File: src/sc_pkg.sv
// ----------------------------------------------------------------------------
// sc_pkg
// Shared widths, constants, command and status types for the syllabic
// compander.
// ----------------------------------------------------------------------------
`default_nettype none

package sc_pkg;

  localparam int ROOT_TABLE_DEPTH = 4096;
  localparam int IDX_W            = $clog2(ROOT_TABLE_DEPTH);

  localparam int SAMPLE_W   = 16;
  localparam int ENV_W      = 32;
  localparam int STEP_W     = 31;
  localparam int FRAC_W     = 30;   // Q2.30 fraction bits
  localparam int ENTRY_W    = 20;   // Q5.15 table entry
  localparam int ENTRY_FRAC = 15;
  localparam int IDXR_W     = 12;   // raw index, envelope * 1000 in Q.30
  localparam int ROOT_W     = 21;   // integer square root of the table numerator
  localparam int BIT_W      = $clog2(ROOT_W);
  localparam int Q_W        = 20;   // magnitude of a scaled sample before saturation

  localparam int MUL_A_W = (ROOT_W + IDX_W > ENV_W) ? ROOT_W + IDX_W : ENV_W;
  localparam int MUL_B_W = ENV_W;
  localparam int PROD_W  = MUL_A_W + MUL_B_W;

  localparam int CFG_IDX_W = 1;
  localparam logic [CFG_IDX_W-1:0] CFG_ATTACK   = 1'b0;
  localparam logic [CFG_IDX_W-1:0] CFG_RECOVERY = 1'b1;

  localparam logic [STEP_W-1:0] ATTACK_RESET   = 31'd1075556448;
  localparam logic [STEP_W-1:0] RECOVERY_RESET = 31'd1073455779;

  localparam logic [ENV_W-1:0] ENV_ONE = 32'h4000_0000;
  localparam logic [ENV_W-1:0] ENV_MIN = 32'd1073742;
  localparam logic [ENV_W-1:0] ENV_MAX = 32'hFFFF_FFFF;

  localparam logic [9:0]  IDX_SCALE = 10'd1000;
  localparam logic [63:0] ROOT_NUM  = 64'd1000 << 32;

  localparam logic signed [SAMPLE_W-1:0] SAT_POS = 16'sh7FFF;
  localparam logic signed [SAMPLE_W-1:0] SAT_NEG = 16'sh8000;

  typedef enum logic [2:0] {
    MUL_NONE,
    MUL_ENV,
    MUL_IDX,
    MUL_EXP,
    MUL_CMP,
    MUL_FILL_A,
    MUL_FILL_B
  } mul_op_e;

  typedef enum logic [3:0] {
    ST_FILL_MUL_A,
    ST_FILL_MUL_B,
    ST_FILL_CMP,
    ST_FILL_WRITE,
    ST_IDLE,
    ST_ENV,
    ST_UPDATE,
    ST_INDEX,
    ST_ROM,
    ST_SCALE,
    ST_RESULT
  } sc_state_e;

  typedef struct packed {
    mul_op_e mul_op;
    logic    item_load;
    logic    env_write;
    logic    rom_read;
    logic    res_load;
    logic    fill_cmp;
    logic    fill_write;
  } sc_cmd_t;

  typedef struct packed {
    logic kind_expand;
    logic fill_bit_zero;
    logic fill_last;
  } sc_status_t;

endpackage

`default_nettype wire

File: src/sc_ctrl.sv
// ----------------------------------------------------------------------------
// sc_ctrl
// Sequencer: table fill after reset, then one item at a time through the
// shared multiplier; owns the output valid flag.
// ----------------------------------------------------------------------------
`default_nettype none

module sc_ctrl import sc_pkg::*; (
  input  logic       clk_i,
  input  logic       rst_ni,
  input  logic       in_valid_i,
  output logic       in_ready_o,
  input  logic       out_ready_i,
  output logic       out_valid_o,
  input  sc_status_t status_i,
  output sc_cmd_t    cmd_o
);

  sc_state_e state_q, state_d;
  logic      out_valid_q, out_valid_d;

  always_ff @(posedge clk_i or negedge rst_ni) begin
    if (!rst_ni) begin
      state_q     <= ST_FILL_MUL_A;
      out_valid_q <= 1'b0;
    end else begin
      state_q     <= state_d;
      out_valid_q <= out_valid_d;
    end
  end

  always_comb begin
    state_d    = state_q;
    cmd_o      = '0;
    cmd_o.mul_op = MUL_NONE;
    in_ready_o = 1'b0;
    unique case (state_q)
      ST_FILL_MUL_A: begin
        cmd_o.mul_op = MUL_FILL_A;
        state_d      = ST_FILL_MUL_B;
      end
      ST_FILL_MUL_B: begin
        cmd_o.mul_op = MUL_FILL_B;
        state_d      = ST_FILL_CMP;
      end
      ST_FILL_CMP: begin
        cmd_o.fill_cmp = 1'b1;
        state_d        = status_i.fill_bit_zero ? ST_FILL_WRITE : ST_FILL_MUL_A;
      end
      ST_FILL_WRITE: begin
        cmd_o.fill_write = 1'b1;
        state_d          = status_i.fill_last ? ST_IDLE : ST_FILL_MUL_A;
      end
      ST_IDLE: begin
        in_ready_o = 1'b1;
        if (in_valid_i) begin
          cmd_o.item_load = 1'b1;
          state_d         = ST_ENV;
        end
      end
      ST_ENV: begin
        cmd_o.mul_op = MUL_ENV;
        state_d      = ST_UPDATE;
      end
      ST_UPDATE: begin
        cmd_o.env_write = 1'b1;
        state_d         = status_i.kind_expand ? ST_SCALE : ST_INDEX;
      end
      ST_INDEX: begin
        cmd_o.mul_op = MUL_IDX;
        state_d      = ST_ROM;
      end
      ST_ROM: begin
        cmd_o.rom_read = 1'b1;
        state_d        = ST_SCALE;
      end
      ST_SCALE: begin
        cmd_o.mul_op = status_i.kind_expand ? MUL_EXP : MUL_CMP;
        state_d      = ST_RESULT;
      end
      ST_RESULT: begin
        // hold until the output register is free or being emptied
        if (!out_valid_q || out_ready_i) begin
          cmd_o.res_load = 1'b1;
          state_d        = ST_IDLE;
        end
      end
      default: begin
        state_d = ST_IDLE;
      end
    endcase
  end

  assign out_valid_d = cmd_o.res_load | (out_valid_q & ~out_ready_i);
  assign out_valid_o = out_valid_q;

endmodule

`default_nettype wire

File: config.mk
export PLATFORM = sky130hd
export DESIGN_NAME = sc_ctrl
export DESIGN_NICKNAME = d
export VERILOG_FILES = /design/src/sc_pkg.sv /design/src/sc_ctrl.sv
export SDC_FILE = /design/constraint.sdc
export NUM_CORES = 1
export LEC_CHECK = 0
export BUFFER_PORTS_ARGS = -buffer_cell sky130_fd_sc_hd__buf_2
export CAP_MARGIN = 25
export CELL_PAD_IN_SITES_DETAIL_PLACEMENT = 0
export CELL_PAD_IN_SITES_GLOBAL_PLACEMENT = 1
export CORE_MARGIN = 5
export CORE_UTILIZATION = 28
export DETAILED_ROUTE_END_ITERATION = 7
export PLACE_DENSITY_LB_ADDON = 0.05
export SLEW_MARGIN = 5
export SYNTH_ARGS = -nofsm -noshare
export SYNTH_HDL_FRONTEND = slang
export SYNTH_SLANG_ARGS = --single-unit
export TNS_END_PERCENT = 30
File: constraint.sdc
create_clock -name clk_i -period 1.42 [get_ports clk_i]
set_clock_uncertainty 0.2 [all_clocks]
set_input_delay 0.142 -clock clk_i [delete_from_list [all_inputs] [get_ports clk_i]]
set_output_delay 0.142 -clock clk_i [all_outputs]
set_load 0.005 [all_outputs]
; ---- Word level (Yosys, flattened, before mapping)
; Cells that the tools add are included.
[classes]
eq_ne = 12
muxes = 17
bitwise = 3
reduce_logical = 4
[ops]
columns = op, count
row1 = 4-bit one-hot mux with 11 select lines, 1
row2 = "4-bit by 3-bit equality test with 1-bit output, second input constant", 4
row3 = 3-bit one-hot mux with 5 select lines, 1
row4 = "4-bit equality test, second input constant", 3
row5 = 4-bit 2-to-1 mux, 3
row6 = 1-bit 2-to-1 mux, 9
row7 = "4-bit by 2-bit equality test with 1-bit output, second input constant", 2
row8 = 3-bit 2-to-1 mux, 2
row9 = "4-bit by 1-bit equality test with 1-bit output, second input constant", 1
row10 = 4-bit logical NOT, 1
row11 = "2-bit != test, second input constant", 2
row12 = 2-bit 2-to-1 mux, 1
row13 = 2-bit AND reduction, 1
row14 = 1-bit AND, 1
row15 = 1-bit logical NOT, 1
row16 = 1-bit logical OR, 1
row17 = 1-bit NOT, 1
row18 = 1-bit bitwise OR, 1
[totals]
reg_bits = 5
inputBits = 7
out_inout_bits = 11
wordCells = 38

; ---- Depth between registers and ports, before layout
[depth]
ltp_word = 5
ltp_mapped = 4
mapped_depth_nobuf = 3

; ---- Worst setup path before layout
; Ideal clock, no wire load.
[synth_timing]
path_kind = reg2reg
from = register state_q[1]
to = register state_q[2]
setup_time_ps = 130
arrival_time_ps = 1093
t_required_ps = 1090
path_slack_ps = -3
path_stages_with_launch = 5
n_path_buf = 1
period_less_slack_ps = 1423
cell_sequence = dfrtp_1 -> buf_6 -> or2_4 -> o32ai_4 -> o22ai_2
[synth_between]
elab_chain_len = 3
elab_cells_between_ends = 15
classes_between = 12 x eq/ne / 1 x mux / 2 x reduce/logical
[synth_lines]
columns = element, line_no
row1 = from (decl), sc_ctrl.sv:19  ; sc_state_e state_q, state_d;
row2 = from (signal assigned), sc_ctrl.sv:27  ; state_q <= state_d;
row3 = 4-bit equality test or 4-bit by 3-bit equality test with 1-bit output (tied branches), sc_ctrl.sv:37  ; unique case (state_q)
row4 = 2-bit != test (no line), --
row5 = 2-bit AND reduction (no line), --
; Parallel ways exist; a longest one is shown, timed or not.
; A chain may end at the register's enable or synchronous reset.

==> metrics.md <==
| Metric | Value |
|---|---|
| Post-route worst setup slack | -0.199 ns |
| Ys Warns | 0 |
| Post-synthesis sequential area ratio | 29.5% |
| First-pass GRT wire length | 2420 microns |
| CP max FO | 6 |
| Initial antenna violation count | 0 |
| Leakage | 0.359 nW |
| Router iterations before antenna repair | 3 |
| Syn_nets | 56 |
| Slew headroom | 81.0% |
| Fin. Hold Viols | 0 |
| Max Cap Viol | 0 |
| CTS tree | built |
| TritonCTS buffer count | 3 |
| Outcome | finished with violations |
| Crit path time final | 1.62 ns |
| Worst Tran Pin Value | 0.285 ns |
| Adder-Cell Fraction of Synth Area | 0% |
| H-Tree Depth | 1 |
| Mux share of post-synthesis cell area | 0% |
| Setup CP Type | flip-flop to output pin |
| Area growth syn-to-layout | 83.8% |
| Comb pwr share | 73.2% |
| Hold slack | 0.0562 ns |
| FF-to-FF path depth | 5 |
| Final #Nets | 93 |
| Worst hold-check path type | input port to async pin |
| I/O Pins | 18 |
| Final core occ | 53.0% |
| Average cell area after synthesis | 8.66 sq um |
| Power, Total | 1.77 mW |
| Pint | 1.03 mW |
| Post-Route WL | 1400 microns |
| Clk pwr share | 9.1% |
| Clk slew on worst S/H paths | 0.04 ns |
| CTS Buffer Depth | 2 |
| Largest family of logic cells by synthesized area | simple AND/OR/NAND/NOR gates |
| Share of power burned in registers | 17.7% |
| Layout cells sized above 1 | 69.4% |
| Final GP Congestion | 0.759 |
| Switching Fraction | 41.8% |
| FF+latch count, synth | 5 |
| Die Ht | 48.9 microns |
| Mapped Area | 424 sq um |
| Worst-Skew Late Latency | 0.24 ns |
| PwrDens | 2280 mW/mm^2 |
| Critical path data required time | 1.08 ns |
| R2R Setup Slk | -0.16 ns |
| CP max stage cell | dfrtp_2 |
| Grt total ovfl | 0 |
| Die width | 48.9 microns |
| Die Footprint | 0.00239 sq mm |
| Port Buffers | 17 |
| Cells after Synth | 49 |
| Vias in the first global route | 533 |
| Data arrival, critical path | 1.28 ns |
| Largest net degree at the start of global routing | 7 |
| # rows | 14 |
| Starting density of the core | 28.8% |
| Vias per std cell | 4.90 |
| Worst IR Drop VDD | 1.03 mV |
| FMAX | 0.618 GHz |
| Setup crit start | state_q[2]$_DFFE_PN0P_ |
| Reg2Reg Launch Point | state_q[2]$_DFFE_PN0P_ |
| CTS Root Cell | clkbuf_4 |
| Clock sink count | 5 |
| Wire per inst | 13.9 microns |
| Total Routing Usage GR | 12.8% |
| Vias | 495 |
| Nature of the critical path startpoint | flip-flop |
| P_sw | 0.742 mW |
| XOR/XNOR Fraction of Synth Area | 0% |
| Finished Layout Cells | 101 |
| Worst setup EP type | output pin |
| Antenna-violating nets left | 0 |
| Setup violators final | 12 |
| Crit-path cells | nand4bb_4, buf_6, nor2b_1, buf_2 |
| Final worst path period share | 114% |
| Crit-path max cell delay | 0.47 ns |
| Max-slew violations | 0 |
| Synth Area in Compound Gates | 29.5% |
| Fill count | 151 |
| Failing checks | negative setup slack |
| Detailed-placement wirelength estimate | 1040 microns |
| DRC Markers | 0 |
| Synth cell types | 26 |
| Area share of and/or/nand/nor cells after synthesis | 30.7% |
| Reg2reg end | state_q[2]$_DFFE_PN0P_ |
| # diodes | 0 |
| Initial DRC Count | 2 |
| Placed Cells incl. Taps | 91 |
| Core area | 0.00147 sq mm |
| RSZ-0062 raised after global routing | true |
| Crit path to | cmd_o[2] |
==> through the flow <==
step	setup TNS (ns)	cell area (sq um)	setup slack [ns]
floorplan	-0.00337	424	-0.00337
global placement	-0.0858	594	-0.0276
detailed placement	-0.0302	594	-0.0144
CTS	-1.63	737	-0.202
global route	-2.40	779	-0.290
finish	-1.52	779	-0.199
==> cell usage in the layout, fill, tap and decap left out, types with 2 or more instances in the layout <==
| master | synthesis | routed |
|---|---|---|
| buf_4 | 0 | 11 |
| dfrtp_1 | 5 | 2 |
| and2_1 | 2 | 2 |
| dlygate4sd3_1 | 0 | 2 |
| buf_6 | 2 | 6 |
| a21oi_1 | 2 | 2 |
| clkbuf_4 | 0 | 3 |
| nor2_2 | 0 | 2 |
| o32ai_1 | 2 | 2 |
| nor2_4 | 0 | 3 |
| o21ai_1 | 0 | 2 |
| inv_2 | 0 | 2 |
| dfrtp_2 | 0 | 3 |
| nand2b_4 | 0 | 2 |
| buf_2 | 2 | 17 |
| nor3_2 | 0 | 2 |
==> worst min-delay path by stage <==
stage,from,end,slack (ns)
global placement,rst_ni,out_valid_o$_DFF_PN0_,-0.24
global route,rst_ni,out_valid_o$_DFF_PN0_,0.07
detailed placement,rst_ni,out_valid_o$_DFF_PN0_,-0.24
floorplan,rst_ni,out_valid_o$_DFF_PN0_,-0.35
CTS,rst_ni,out_valid_o$_DFF_PN0_,0.04
finish,rst_ni,out_valid_o$_DFF_PN0_,0.06
==> layer usage <==
| metal | track usage [%] | routed length (microns) |
|---|---|---|
| met2 | 21.7 | 743 |
| met5 | 0 | 0 |
| met4 | 5.38 | 0 |
| met3 | 3.36 | 92 |
| met1 | 14.9 | 568 |
==> area by class of cell <==
class                      count  area, sq um  area share (%)
tap                           16         20.0            2.57
multi-input combinational     37          335            43.0
inverter                       3         13.8            1.77
sequential                     5          129            16.5
clock buffer                   4         26.3            3.37
timing repair buffer          36          255            32.7
==> sequential cells by signal, indices dropped and copies added, names as in the netlist <==
| signal | count |
|---|---|
| state_q | 4 |
| out_valid_o | 1 |
==> worst max-delay path, delay by kind of cell, from the launching register on <==
family	cells	cell delay [ns]
buffers and inverters	2	0.24
DFF	1	0.47
and+or+nand+nor	2	0.32
==> cells by family after synthesis <==
family | Yosys count
AO/OA/AOI/OAI | 14
AND/OR/NAND/NOR | 23
flip-flops | 5
buffers and inverters | 7
==> synthesized netlist by cell type <==
master	n	area, sq um
nand4bb_1	1	11.3
or2_2	1	6.26
buf_6	2	22.5
inv_1	3	11.3
nor3_1	3	15.0
and2_1	2	12.5
nor2b_1	1	6.26
nor2_1	6	22.5
or2_4	1	8.76
nand4b_1	1	8.76
nand2_1	1	3.75
nand2b_1	3	18.8
a311oi_1	1	8.76
o32ai_4	1	27.5
o21a_1	1	7.51
buf_2	2	10.0
o21ai_0	3	15.0
a211oi_1	1	7.51
o22ai_2	1	12.5
o32ai_1	2	17.5
nand3_1	2	10.0
a211o_1	1	8.76
dfrtp_1	5	125
o311a_1	1	10.0
and3_1	1	6.26
a21oi_1	2	10.0
==> power by group through the flow <==
stage               combinational, mW  clock [mW]  sequential (mW)
finish                           1.30       0.162            0.314
global route                     1.42       0.184            0.323
CTS                              1.18       0.170            0.300
detailed placement              0.948           0            0.278
global placement                0.946           0            0.280
floorplan                       0.597           0            0.239
==> what timing repair did <==
action                     CTS  global route
hold endpoints to repair     6             0
pin swaps                    6             4
setup endpoints to repair   11            13
gates cloned                 0             0
gates resized for setup     18            13
hold buffers                 2             0
setup buffers                4             0
(Power assumes the default switching activity.)
